<file path="src/hdl/dacd_pkg.sv">
// Shared types, codes, step table and decode functions for the dual ADPCM channel decoder.
package dacd_pkg;

    localparam logic REQ_CONTROL = 1'b0;
    localparam logic REQ_TICK    = 1'b1;

    typedef enum logic [0:0] {
        CFG_FETCH_ENABLE = 1'b0,
        CFG_RATE_SHIFT   = 1'b1
    } cfg_index_t;

    localparam logic [5:0] StepIndexMax = 6'd48;
    localparam logic [3:0] DividerMax   = 4'd8;

    typedef logic signed [14:0] sample_t;

    typedef struct packed {
        sample_t     pred;
        logic [5:0]  idx;
        sample_t     pending;
        logic [3:0]  repeats;
        logic [1:0]  pos;
        logic [15:0] word;
        logic        wvalid;
    } chan_state_t;

    typedef struct packed {
        logic       adv;
        logic       tick;
        logic       run1;
        logic       run2;
        logic       clear;
        logic       interp;
        logic       hold;
        logic       fetch_en;
        logic [1:0] rate_shift;
    } chan_ctl_t;

    function automatic logic [10:0] step_size(input logic [5:0] idx);
        logic [10:0] s;
        case (idx)
            6'd0:  s = 11'd16;
            6'd1:  s = 11'd17;
            6'd2:  s = 11'd19;
            6'd3:  s = 11'd21;
            6'd4:  s = 11'd23;
            6'd5:  s = 11'd25;
            6'd6:  s = 11'd28;
            6'd7:  s = 11'd31;
            6'd8:  s = 11'd34;
            6'd9:  s = 11'd37;
            6'd10: s = 11'd41;
            6'd11: s = 11'd45;
            6'd12: s = 11'd50;
            6'd13: s = 11'd55;
            6'd14: s = 11'd60;
            6'd15: s = 11'd66;
            6'd16: s = 11'd73;
            6'd17: s = 11'd80;
            6'd18: s = 11'd88;
            6'd19: s = 11'd97;
            6'd20: s = 11'd107;
            6'd21: s = 11'd118;
            6'd22: s = 11'd130;
            6'd23: s = 11'd143;
            6'd24: s = 11'd157;
            6'd25: s = 11'd173;
            6'd26: s = 11'd190;
            6'd27: s = 11'd209;
            6'd28: s = 11'd230;
            6'd29: s = 11'd253;
            6'd30: s = 11'd279;
            6'd31: s = 11'd307;
            6'd32: s = 11'd337;
            6'd33: s = 11'd371;
            6'd34: s = 11'd408;
            6'd35: s = 11'd449;
            6'd36: s = 11'd494;
            6'd37: s = 11'd544;
            6'd38: s = 11'd598;
            6'd39: s = 11'd658;
            6'd40: s = 11'd724;
            6'd41: s = 11'd796;
            6'd42: s = 11'd876;
            6'd43: s = 11'd963;
            6'd44: s = 11'd1060;
            6'd45: s = 11'd1166;
            6'd46: s = 11'd1282;
            6'd47: s = 11'd1411;
            default: s = 11'd1552;
        endcase
        return s;
    endfunction

    function automatic logic signed [4:0] index_move(input logic [2:0] mag);
        logic [2:0] m1;
        m1 = {1'b0, mag[1:0]} + 3'd1;
        return mag[2] ? $signed({1'b0, m1, 1'b0}) : -5'sd1;
    endfunction

    function automatic sample_t saturate_add(input sample_t a, input sample_t b);
        logic signed [15:0] sum;
        sum = {a[14], a} + {b[14], b};
        if (sum[15] != sum[14])
            return sum[15] ? 15'sh4000 : 15'sh3FFF;
        return sum[14:0];
    endfunction

    function automatic logic round_fetches(input chan_state_t s, input logic fe);
        return (s.wvalid | fe) && (s.pos == 2'd0);
    endfunction

    function automatic chan_state_t decode_round(
        input chan_state_t s,
        input logic [15:0] word_in,
        input logic        fe,
        input logic        hold,
        input logic        interp,
        input logic [1:0]  rs
    );
        chan_state_t       r;
        logic [15:0]       w;
        logic [3:0]        nib;
        logic [14:0]       mag;
        logic signed [4:0] mv;
        logic signed [6:0] nidx;
        logic [1:0]        npos;
        r = s;
        if (s.wvalid | fe) begin
            w = (s.pos == 2'd0) ? word_in : s.word;
            r.word = w;
            if (s.pos == 2'd0)
                r.wvalid = 1'b1;
            nib = w[{s.pos, 2'b00} +: 4];
            if (hold) begin
                r.pending = '0;
            end
            else begin
                mag = 15'(step_size(s.idx)) * 15'({1'b0, nib[2:0]} + 4'd1);
                if (interp)
                    mag = mag >> rs;
                r.pending = nib[3] ? sample_t'(-mag) : sample_t'(mag);
                mv = index_move(nib[2:0]);
                nidx = $signed({1'b0, s.idx}) + {{2{mv[4]}}, mv};
                if (nidx < 7'sd0)
                    r.idx = 6'd0;
                else if (nidx > $signed({1'b0, StepIndexMax}))
                    r.idx = StepIndexMax;
                else
                    r.idx = nidx[5:0];
            end
            r.repeats = interp ? (4'd1 << rs) : 4'd1;
            npos = s.pos + 2'd1;
            r.pos = npos;
            if (npos == 2'd0)
                r.wvalid = 1'b0;
        end
        return r;
    endfunction

endpackage

</file>
<file path="src/hdl/dacd_channel.sv">
// One decoder channel: nibble fetch, step adaptation, delta spreading and predictor state.
module dacd_channel (
    input  logic               clk,
    input  logic               rst_n,
    input  dacd_pkg::chan_ctl_t ctl,
    input  logic [15:0]        data_in,
    output dacd_pkg::sample_t  pred_next,
    output logic               fetched
);
    import dacd_pkg::*;

    chan_state_t state_reg;
    chan_state_t state_next;
    chan_state_t r1;
    chan_state_t r2;
    chan_state_t acc;
    logic        f1;
    logic        f2;

    always_comb
    begin
        r1 = ctl.run1 ? decode_round(state_reg, data_in, ctl.fetch_en, ctl.hold,
                                     ctl.interp, ctl.rate_shift) : state_reg;
        f1 = ctl.run1 && round_fetches(state_reg, ctl.fetch_en);
        r2 = ctl.run2 ? decode_round(r1, data_in, ctl.fetch_en, ctl.hold,
                                     ctl.interp, ctl.rate_shift) : r1;
        f2 = ctl.run2 && round_fetches(r1, ctl.fetch_en);
        acc = r2;
        if (acc.repeats != 4'd0) begin
            acc.pred = saturate_add(acc.pred, acc.pending);
            acc.repeats = acc.repeats - 4'd1;
        end
        state_next = state_reg;
        fetched = 1'b0;
        if (ctl.tick) begin
            state_next = acc;
            fetched = f1 | f2;
        end
        else if (ctl.clear) begin
            state_next.pred = '0;
            state_next.idx = 6'd0;
        end
    end

    assign pred_next = state_next.pred;

    always_ff @(posedge clk or negedge rst_n)
    begin
        if (!rst_n)
            state_reg <= '0;
        else if (ctl.adv)
            state_reg <= state_next;
    end

    // The step index never leaves the table range.
    assert property (@(posedge clk) disable iff (!rst_n) state_reg.idx <= StepIndexMax)
        else $error("step index out of range");

    // A channel in the middle of a word always holds that word.
    assert property (@(posedge clk) disable iff (!rst_n)
        state_reg.pos != 2'd0 |-> state_reg.wvalid)
        else $error("nibble position advanced without a latched word");

    // A control transaction never decodes.
    assert property (@(posedge clk) disable iff (!rst_n)
        !ctl.tick |-> !fetched && !ctl.run1 && !ctl.run2)
        else $error("decode round outside a tick");

endmodule

</file>
<file path="src/hdl/dual_adpcm_channel_decoder.sv">
// Top level of the two-channel 4-bit ADPCM decoder.
// An accepted transaction goes to the input register, and its result to the result register.
// Throughput: one transaction per cycle; the input register and the result register
// decouple the channels, so input stalls only while a result is held and stalled.
// Reset (rst_n, asynchronous, active low) clears configuration, control word, divider
// and all channel state; the first tick after reset may run two decode rounds.
module dual_adpcm_channel_decoder (
    input  logic                 clk,
    input  logic                 rst_n,
    input  logic                 in_valid,
    output logic                 in_stall,
    input  logic                 req_type,
    input  logic [15:0]          control_value,
    input  logic [15:0]          data_ch0,
    input  logic [15:0]          data_ch1,
    output logic                 out_valid,
    input  logic                 out_stall,
    output dacd_pkg::sample_t    sample_ch0,
    output dacd_pkg::sample_t    sample_ch1,
    output logic                 fetched_ch0,
    output logic                 fetched_ch1,
    input  logic                 cfg_write,
    input  dacd_pkg::cfg_index_t cfg_index,
    input  logic [1:0]           cfg_data
);
    import dacd_pkg::*;

    logic        s1_valid_reg;
    logic        s1_type_reg;
    logic [15:0] s1_ctrl_reg;
    logic [15:0] s1_data0_reg;
    logic [15:0] s1_data1_reg;
    logic [15:0] ctrl_reg;
    logic [1:0]  fe_reg;
    logic [1:0]  rs_reg;
    logic [3:0]  div_reg;
    logic [3:0]  div_next;
    logic        out_valid_reg;
    sample_t     sample0_reg;
    sample_t     sample1_reg;
    logic        fetched0_reg;
    logic        fetched1_reg;
    logic        adv;
    logic        accept;
    logic        s1_tick;
    logic        run1;
    logic        run2;
    chan_ctl_t   ctl0;
    chan_ctl_t   ctl1;
    sample_t     pred0_next;
    sample_t     pred1_next;
    logic        fetch0;
    logic        fetch1;

    assign adv = s1_valid_reg && (!out_valid_reg || !out_stall);
    assign in_stall = s1_valid_reg && out_valid_reg && out_stall;
    assign accept = in_valid && !in_stall;
    assign s1_tick = (s1_type_reg == REQ_TICK);

    always_comb
    begin
        run1 = 1'b0;
        run2 = 1'b0;
        div_next = div_reg;
        if (s1_tick) begin
            if (div_reg == 4'd0) begin
                run1 = 1'b1;
                if (rs_reg == 2'd0) begin
                    run2 = 1'b1;
                    div_next = 4'd1;
                end
                else begin
                    div_next = (4'd1 << rs_reg) - 4'd1;
                end
            end
            else if (div_reg == 4'd1) begin
                run1 = 1'b1;
                div_next = 4'd1 << rs_reg;
            end
            else begin
                div_next = div_reg - 4'd1;
            end
        end
    end

    always_comb
    begin
        ctl0.adv = adv;
        ctl0.tick = s1_tick;
        ctl0.run1 = run1;
        ctl0.run2 = run2;
        ctl0.clear = !s1_tick && !ctrl_reg[4] && s1_ctrl_reg[4];
        ctl0.interp = ctrl_reg[2];
        ctl0.hold = ctrl_reg[4];
        ctl0.fetch_en = fe_reg[0];
        ctl0.rate_shift = rs_reg;
        ctl1.adv = adv;
        ctl1.tick = s1_tick;
        ctl1.run1 = run1;
        ctl1.run2 = run2;
        ctl1.clear = !s1_tick && !ctrl_reg[5] && s1_ctrl_reg[5];
        ctl1.interp = ctrl_reg[3];
        ctl1.hold = ctrl_reg[5];
        ctl1.fetch_en = fe_reg[1];
        ctl1.rate_shift = rs_reg;
    end

    dacd_channel u_ch0 (
        .clk       (clk),
        .rst_n     (rst_n),
        .ctl       (ctl0),
        .data_in   (s1_data0_reg),
        .pred_next (pred0_next),
        .fetched   (fetch0)
    );

    dacd_channel u_ch1 (
        .clk       (clk),
        .rst_n     (rst_n),
        .ctl       (ctl1),
        .data_in   (s1_data1_reg),
        .pred_next (pred1_next),
        .fetched   (fetch1)
    );

    always_ff @(posedge clk or negedge rst_n)
    begin
        if (!rst_n) begin
            fe_reg <= 2'd0;
            rs_reg <= 2'd0;
        end
        else if (cfg_write) begin
            unique case (cfg_index)
                CFG_FETCH_ENABLE: fe_reg <= cfg_data;
                CFG_RATE_SHIFT:   rs_reg <= cfg_data;
            endcase
        end
    end

    always_ff @(posedge clk or negedge rst_n)
    begin
        if (!rst_n) begin
            s1_valid_reg <= 1'b0;
            out_valid_reg <= 1'b0;
            ctrl_reg <= 16'd0;
            div_reg <= 4'd0;
        end
        else begin
            if (accept)
                s1_valid_reg <= 1'b1;
            else if (adv)
                s1_valid_reg <= 1'b0;
            out_valid_reg <= adv || (out_valid_reg && out_stall);
            if (adv) begin
                div_reg <= div_next;
                if (!s1_tick)
                    ctrl_reg <= s1_ctrl_reg;
            end
        end
    end

    always_ff @(posedge clk)
    begin
        if (accept) begin
            s1_type_reg <= req_type;
            s1_ctrl_reg <= control_value;
            s1_data0_reg <= data_ch0;
            s1_data1_reg <= data_ch1;
        end
        if (adv) begin
            sample0_reg <= pred0_next;
            sample1_reg <= pred1_next;
            fetched0_reg <= fetch0;
            fetched1_reg <= fetch1;
        end
    end

    assign out_valid = out_valid_reg;
    assign sample_ch0 = sample0_reg;
    assign sample_ch1 = sample1_reg;
    assign fetched_ch0 = fetched0_reg;
    assign fetched_ch1 = fetched1_reg;

    // A second decode round only happens on the first tick after reset at rate shift zero.
    assert property (@(posedge clk) disable iff (!rst_n)
        run2 |-> run1 && div_reg == 4'd0 && rs_reg == 2'd0)
        else $error("double decode round outside the post-reset tick");

    // The divider never exceeds its largest reload value.
    assert property (@(posedge clk) disable iff (!rst_n) div_reg <= DividerMax)
        else $error("rate divider out of range");

    // A control transaction produces a result with no fetch flags.
    assert property (@(posedge clk) disable iff (!rst_n)
        adv && !s1_tick |=> out_valid_reg && !fetched0_reg && !fetched1_reg)
        else $error("fetch flagged on a control transaction");

    // Input is held back only while a result waits in the output register.
    assert property (@(posedge clk) disable iff (!rst_n)
        in_stall |-> out_valid_reg && s1_valid_reg && !adv)
        else $error("input stalled without a blocked result");

endmodule
</file>
<file path="config.mk">
export PLATFORM = sky130hd
export DESIGN_NAME = dual_adpcm_channel_decoder
export DESIGN_NICKNAME = d
export VERILOG_FILES = /design/src/hdl/dacd_pkg.sv /design/src/hdl/dacd_channel.sv /design/src/hdl/dual_adpcm_channel_decoder.sv
export SDC_FILE = /design/constraint.sdc
export NUM_CORES = 1
export LEC_CHECK = 0
export CORE_MARGIN = 2
export CORE_UTILIZATION = 40
export CTS_CLUSTER_DIAMETER = 60
export CTS_CLUSTER_SIZE = 16
export DETAILED_ROUTE_END_ITERATION = 10
export DONT_BUFFER_PORTS = 1
export SYNTH_ARGS = -nofsm -noshare
export SYNTH_HDL_FRONTEND = slang
export SYNTH_HIERARCHICAL = 1
export SYNTH_SLANG_ARGS = --single-unit
</file>
<file path="constraint.sdc">
create_clock -name clk -period 23.2 [get_ports clk]
set_clock_uncertainty 0.05 [all_clocks]
set_input_delay 1.16 -clock clk [delete_from_list [all_inputs] [get_ports clk]]
set_output_delay 1.16 -clock clk [all_outputs]
set_load 0.03 [all_outputs]
</file>
==> results of run 1 <==
[cell families after synthesis]
| kind of cell | synth area share (%) |
|---|---|
| multiplexers | 7.05 |
| AND/OR/NAND/NOR | 18.8 |
| XOR/XNOR | 4.39 |
| flip-flops | 21.6 |
| buffers and inverters | 6.60 |
| adder cells (fa/ha/maj) | 15.9 |
| AO/OA/AOI/OAI | 25.6 |
[routing by layer]
metal | vias up | GRT usage, %
met5 | - | 0
met1 | 10952 | 27.6
li1 | 10735 | -
met4 | 0 | 7.62
met2 | 647 | 40.1
met3 | 136 | 2.37
[area by class of cell]
cell class | count | area (um^2) | share of cell area [%]
clock buffers | 28 | 668 | 2.55
inverters | 220 | 826 | 3.15
multi-input cells | 2438 | 17900 | 68.2
well taps | 837 | 1050 | 3.99
flip-flops and latches | 201 | 5380 | 20.5
clock inverters | 16 | 224 | 0.854
repair buffers | 28 | 210 | 0.801
[stage by stage]
step | cells | util [%]
finish | 3768 | 42.6
global route | 3768 | 42.6
CTS | 3768 | 42.6
detailed placement | 3724 | 41.1
global placement | 3724 | 41.1
floorplan | 3029 | -
[power by group]
group / switching (W) / internal [W] / leakage (nW)
combinational: 0.000713 / 0.000450 / 8.43
sequential: 0.000110 / 0.000460 / 2.41
clock: 0.000182 / 0.000239 / 0.432
total: 0.00100 / 0.00115 / 11.3
[worst max-delay path by stage]
stage | to | slack, ns | cells after the start
6_report | sample_ch0[3] | 7.91 | 48
5_1_grt | sample_ch0[3] | 6.69 | 48
4_1_cts | sample_ch0[3] | 7.94 | 48
3_5_place_dp | sample_ch0[3] | 8.02 | 48
3_3_place_gp | sample_ch0[3] | 8.27 | 48
2_1_floorplan | sample_ch0[1] | 10.78 | 46
[cells in the mapped netlist, drive strengths merged, types with 10 or more instances]
cell and count:
nor3b 10, ha 187, and2 40, and3 21, o22a 10, or3 15, a22oi 37, nand2 326
nand3 55, nand3b 12, a31oi 48, inv 218, a22o 28, edfxtp 69, o22ai 39, o31ai 18
a2111oi 12, a21oi 177, nor2b 61, fa 78, a211o 17, mux4 31, mux2i 47, o211ai 25
a211oi 55, xor2 44, nor2 288, a221oi 13, o221ai 22, or2 29, mux2 50, o21a 31
clkbuf 115, nor3 44, o21ai 210, a21boi 15, dfrtp 132, buf 55, xnor2 77, a21o 52
a311oi 13, nand2b 64, a221o 16
[worst max-delay path: cells and delay by family (launching register included)]
kind	cells	cell delay, ns
AO/OA/AOI/OAI	25	7.00
XOR/XNOR	2	0.89
adder cells (fa/ha/maj)	8	3.60
buffers and inverters	4	0.73
flip-flops	1	0.55
multiplexers	2	1.04
AND/OR/NAND/NOR	7	1.25
==> out/results.ini, run 1 <==
[synthesis]
yosys.area.top_type=dfrtp_1
async_reset_ff_share_pct=65.7
synth_edf_count=69
ys_warn_count=6
synth.top_cell.area_share_pct=13.3
synth_area_um2=24900
synthTopCellsByArea=dfrtp_1, ha_1, edfxtp_1
ys_seq_area_share_pct=21.6
synth_cell_type_count=113
avgSynthCellArea_um2=8.22
ys_ff_latch=201
synth_ff_type=dfrtp_1
synthesis.instances=3029
postSynthNetCount=3351

[detailed_routing]
drt_iter0_markers=2099
firstDrtPassIters=6
wl_per_cell_um=19.2
wl_met3_um=3170
routed-wl-met2_um=36100
drc=0
via_per_inst=5.96
drt-met1-wl_um=30900
vias=22470
antenna_left=0
top_layer=met4
routed_wl_um=72400

[floorplanning]
die-height_um=253
die-area_um2=64200
rows=91
floorplan.initialDensity_pct=40.4
die_w_um=253
num_io_pins=91
core_area_um2=61600

[global_routing]
grt_max_degree=133
gr-total-overflow=0
grt_pass1_wl_um=118000
grt_pass1_vias=22268
grt_usage_pct=22.3
antenna_found_initial=0

[clocking]
cts_tree=done
numCtsBuffers=24
cts-root-buf=clkbuf_16
path_clk_slew_ns=0.07
hold_buffers=0
clock_sinks=201
insertion_delay_ns=0.57
htreeDepth=1
clockBufferDepth=3
cts_resized=0
postCtsSetupRepairBufs=0

[pwr]
power_w=0.00215
p_leak_nw=11.3
peakVddDrop_mv=0.104
power_density_nw_per_um2=82.1

[timing]
rsz0062_at_grt=false
period_needed_ns=15.29
fmax_mhz=65.4
hold_viol_final=0
finalCritPeriodShare_pct=65.9
worst_slew_pin_slew_ns=1.19
hold_slack_ns=0.233
finalMaxSlewViolations=0
slew_headroom_pct=20.1
finalWorstSetupSlack_ns=7.91
finalSetupTns_ns=0
setup_viol=0

[critical_path]
r2r_setup_slack_ns=7.91
cpMostUsedCell=a21oi_1
reg2reg_to=sample_ch0[3]
cp.arrival_ns=15.64
crit-reg2reg-launch=u_ch0/state_reg[18]
critPathKind=reg -> reg
cp_max_fo=15
cp-startpoint=u_ch0/state_reg[18]
required_ns=23.55
worstSetupStartpointType=flop
cp_slowest_cell=a31oi_1
endpoint_kind=flop
ff2ff_path_depth=48
cpPeakStageDelay_ns=0.96

[finish]
drive_gt1_share_pct=7.74
fill_cells=6128
nets=3235
area.growth.synth_to_final_pct=5.40
mostFrequentLayoutCells=nand2_1, nor2_1, inv_1
antenna_cells=0
final_common_cell=nand2_1
post-route-cell-area_um2=26200

[place]
place_area_um2=25300
dpl.hpwl_um=54900
routabilityCongestion=0.937
portBuffers=0
dp_slack_ns=8.02

[worst_hold_path]
hold_class=in -> async

[status]
run_status=completed

[run]
maxCapViolations=0

(Power assumes the default switching activity.)
==> run 2, diff against run 1 <==
==> constraint.sdc (replaced) <==
create_clock -name clk -period 14.5 [get_ports clk]
set_clock_uncertainty 0.05 [all_clocks]
set_input_delay 0.725 -clock clk [delete_from_list [all_inputs] [get_ports clk]]
set_output_delay 0.725 -clock clk [all_outputs]
set_load 0.03 [all_outputs]
==> run 2 against run 1 <==
  * Maximum frequency increased by 12%
  * First-iteration DRC count up 3.0%
  * Global-route usage hardly changed
  * Routed wire length is 0.50% lower
  * Highest routed layer unchanged
  * Sequential power up 59%
  * Largest power group unchanged
  * Via count increased by 0.48%
  * Final cell count up 0.48%
  * Combinational power increased by 62%
==> out/results.ini, run 2 (synthesis gave the netlist of run 1 again) <==
[status]
run_status=completed

[global_routing]
use_met2_pct=40.7  ; +0.52 points
grtUsageMet3_pct=2.03  ; -0.35 points
globalRouteMet1Util_pct=28.0  ; +0.34 points
antenna_found_initial=1  ; +1
grt_pass1_vias=22520  ; +1.1%
grt_usage_pct=22.3  ; -0.027 points
grt_busiest_layer=met2
grt_pass1_wl_um=118000  ; about the same
grt_max_degree=133  ; unchanged
gr-total-overflow=0  ; unchanged

[clocking]
path_clk_slew_ns=0.07  ; about the same
cts_tree=done
htreeDepth=1  ; unchanged
numCtsBuffers=26  ; +8.3%
cts-root-buf=clkbuf_16
insertion_delay_ns=0.57  ; about the same
clockBufferDepth=3  ; unchanged
clock_sinks=201  ; unchanged

[pwr]
p_leak_nw=11.4  ; +0.90%
peakVddDrop_mv=0.160  ; +54%
power_density_nw_per_um2=132  ; +61%

[timing]
hold_viol_final=0  ; unchanged
period_needed_ns=13.63  ; -1.65 ns
setup_viol=0  ; unchanged
finalSetupTns_ns=0  ; unchanged
slew_headroom_pct=20.5  ; +0.42 points
worst_slew_pin_slew_ns=1.18  ; -0.00866 ns
fmax_mhz=73.3  ; +12%
rsz0062_at_grt=false
finalMaxSlewViolations=0  ; unchanged
finalCritPeriodShare_pct=94.0  ; +28 points

[floorplanning]
die_w_um=253  ; unchanged
floorplan.initialDensity_pct=40.4  ; unchanged
die-height_um=253  ; unchanged
core_area_um2=61600  ; unchanged
num_io_pins=91  ; unchanged
die-area_um2=64200  ; unchanged
rows=91  ; unchanged

[critical_path]
endpoint_kind=flop
required_ns=14.79  ; -8.76 ns
critPathKind=reg -> reg
critPathBufInv=7  ; +3
r2r_setup_slack_ns=0.87  ; -7.05 ns
reg2reg_to=sample_ch0[4]
crit_family=compound AO/OA/AOI/OAI gates
cp.arrival_ns=13.92  ; -1.72 ns
crit-reg2reg-launch=u_ch0/state_reg[17]
cpMostUsedCell=ha_1
ff2ff_path_depth=46  ; -4.2%
cpPeakStageDelay_ns=0.55  ; -0.41 ns
worstSetupStartpointType=flop
cp_slowest_cell=mux4_2
cp_max_fo=14  ; -1

[detailed_routing]
vias=22577  ; +0.48%
wl_per_cell_um=19.0  ; -0.98%
routed_wl_um=72000  ; -0.50%
via_per_inst=5.96  ; about the same
drt_iter0_markers=2163  ; +3.0%
drc=0  ; unchanged
firstDrtPassIters=7  ; +1
antenna_left=0  ; unchanged

[place]
dpl.hpwl_um=54700  ; -0.33%
portBuffers=0  ; unchanged
place_inst=3736  ; +0.32%
routabilityCongestion=0.945  ; +0.85%

[finish]
drive_gt1_share_pct=8.41  ; +0.66 points
mostFrequentLayoutCells=nand2_1, nor2_1, inv_1
fin_cells=3786  ; +0.48%
antenna_cells=0  ; unchanged
area.growth.synth_to_final_pct=6.18
nets=3251  ; +0.49%
fill_cells=6085  ; -0.70%
final_common_cell=nand2_1

[worst_hold_path]
hold_class=in -> async

[run]
maxCapViolations=0  ; unchanged

[run 2: cell type report]
class | count | area [um^2] | share of cell area, %
Clock inverter | 20 | 275 | 1.04
Inverter | 220 | 826 | 3.13
Sequential cell | 201 | 5380 | 20.3
Clock buffer | 28 | 658 | 2.49
Multi-Input combinational cell | 2438 | 17900 | 67.8
Timing Repair Buffer | 42 | 335 | 1.27
Tap cell | 837 | 1050 | 3.96
[run 2: power by group]
group / total, W / switching, W / internal, W
sequential: 0.000905 / 0.000170 / 0.000735
clock: 0.000692 / 0.000305 / 0.000387
combinational: 0.00188 / 0.00115 / 0.000736
[run 2: routing by layer]
layer | routed length [um] | vias to the layer above
li1 | - | 10761
met1 | 30700 | 11062
met2 | 36300 | 654
met3 | 3340 | 100
met4 | 1710 | 0
met5 | 0 | -
[run 2: through the flow]
| step | hold slack, ns | area, um^2 | total power [W] | setup slack, ns | utilization, % |
|---|---|---|---|---|---|
| final | 0.0594 | 26400 | 0.00348 | 0.866 | 42.9 |
| after global routing | 0.150 | 26400 | 0.00374 | 0.00436 | 42.9 |
| after detailed placement | 0.386 | 25400 | 0.00276 | 0.508 | 41.3 |
| after CTS | 0.104 | 26400 | 0.00348 | 0.503 | 42.8 |
| after floorplan | 0.379 | 24900 | 0.00241 | 2.08 | - |
| after global placement | 0.387 | 25400 | 0.00271 | 0.729 | 41.3 |
[run 2: repair_timing]
item	CTS	global route
endpoints found under the setup margin	0	28
endpoints found under the hold margin	132	0
hold buffers	1	0
setup buffers	0	1
gates resized for setup	0	6
[run 2: worst max path at each step]
stage | from | endpoint | slack (ns) | cells after the start
floorplan | u_ch0/state_reg[17] | sample_ch0[1] | 2.08 | 46
global route | u_ch1/state_reg[18] | sample_ch1[6] | 0.004 | 42
detailed placement | u_ch0/state_reg[17] | sample_ch0[1] | 0.51 | 45
CTS | u_ch0/state_reg[17] | sample_ch0[1] | 0.50 | 45
finish | u_ch0/state_reg[17] | sample_ch0[4] | 0.87 | 46
global placement | u_ch0/state_reg[17] | sample_ch0[1] | 0.73 | 45
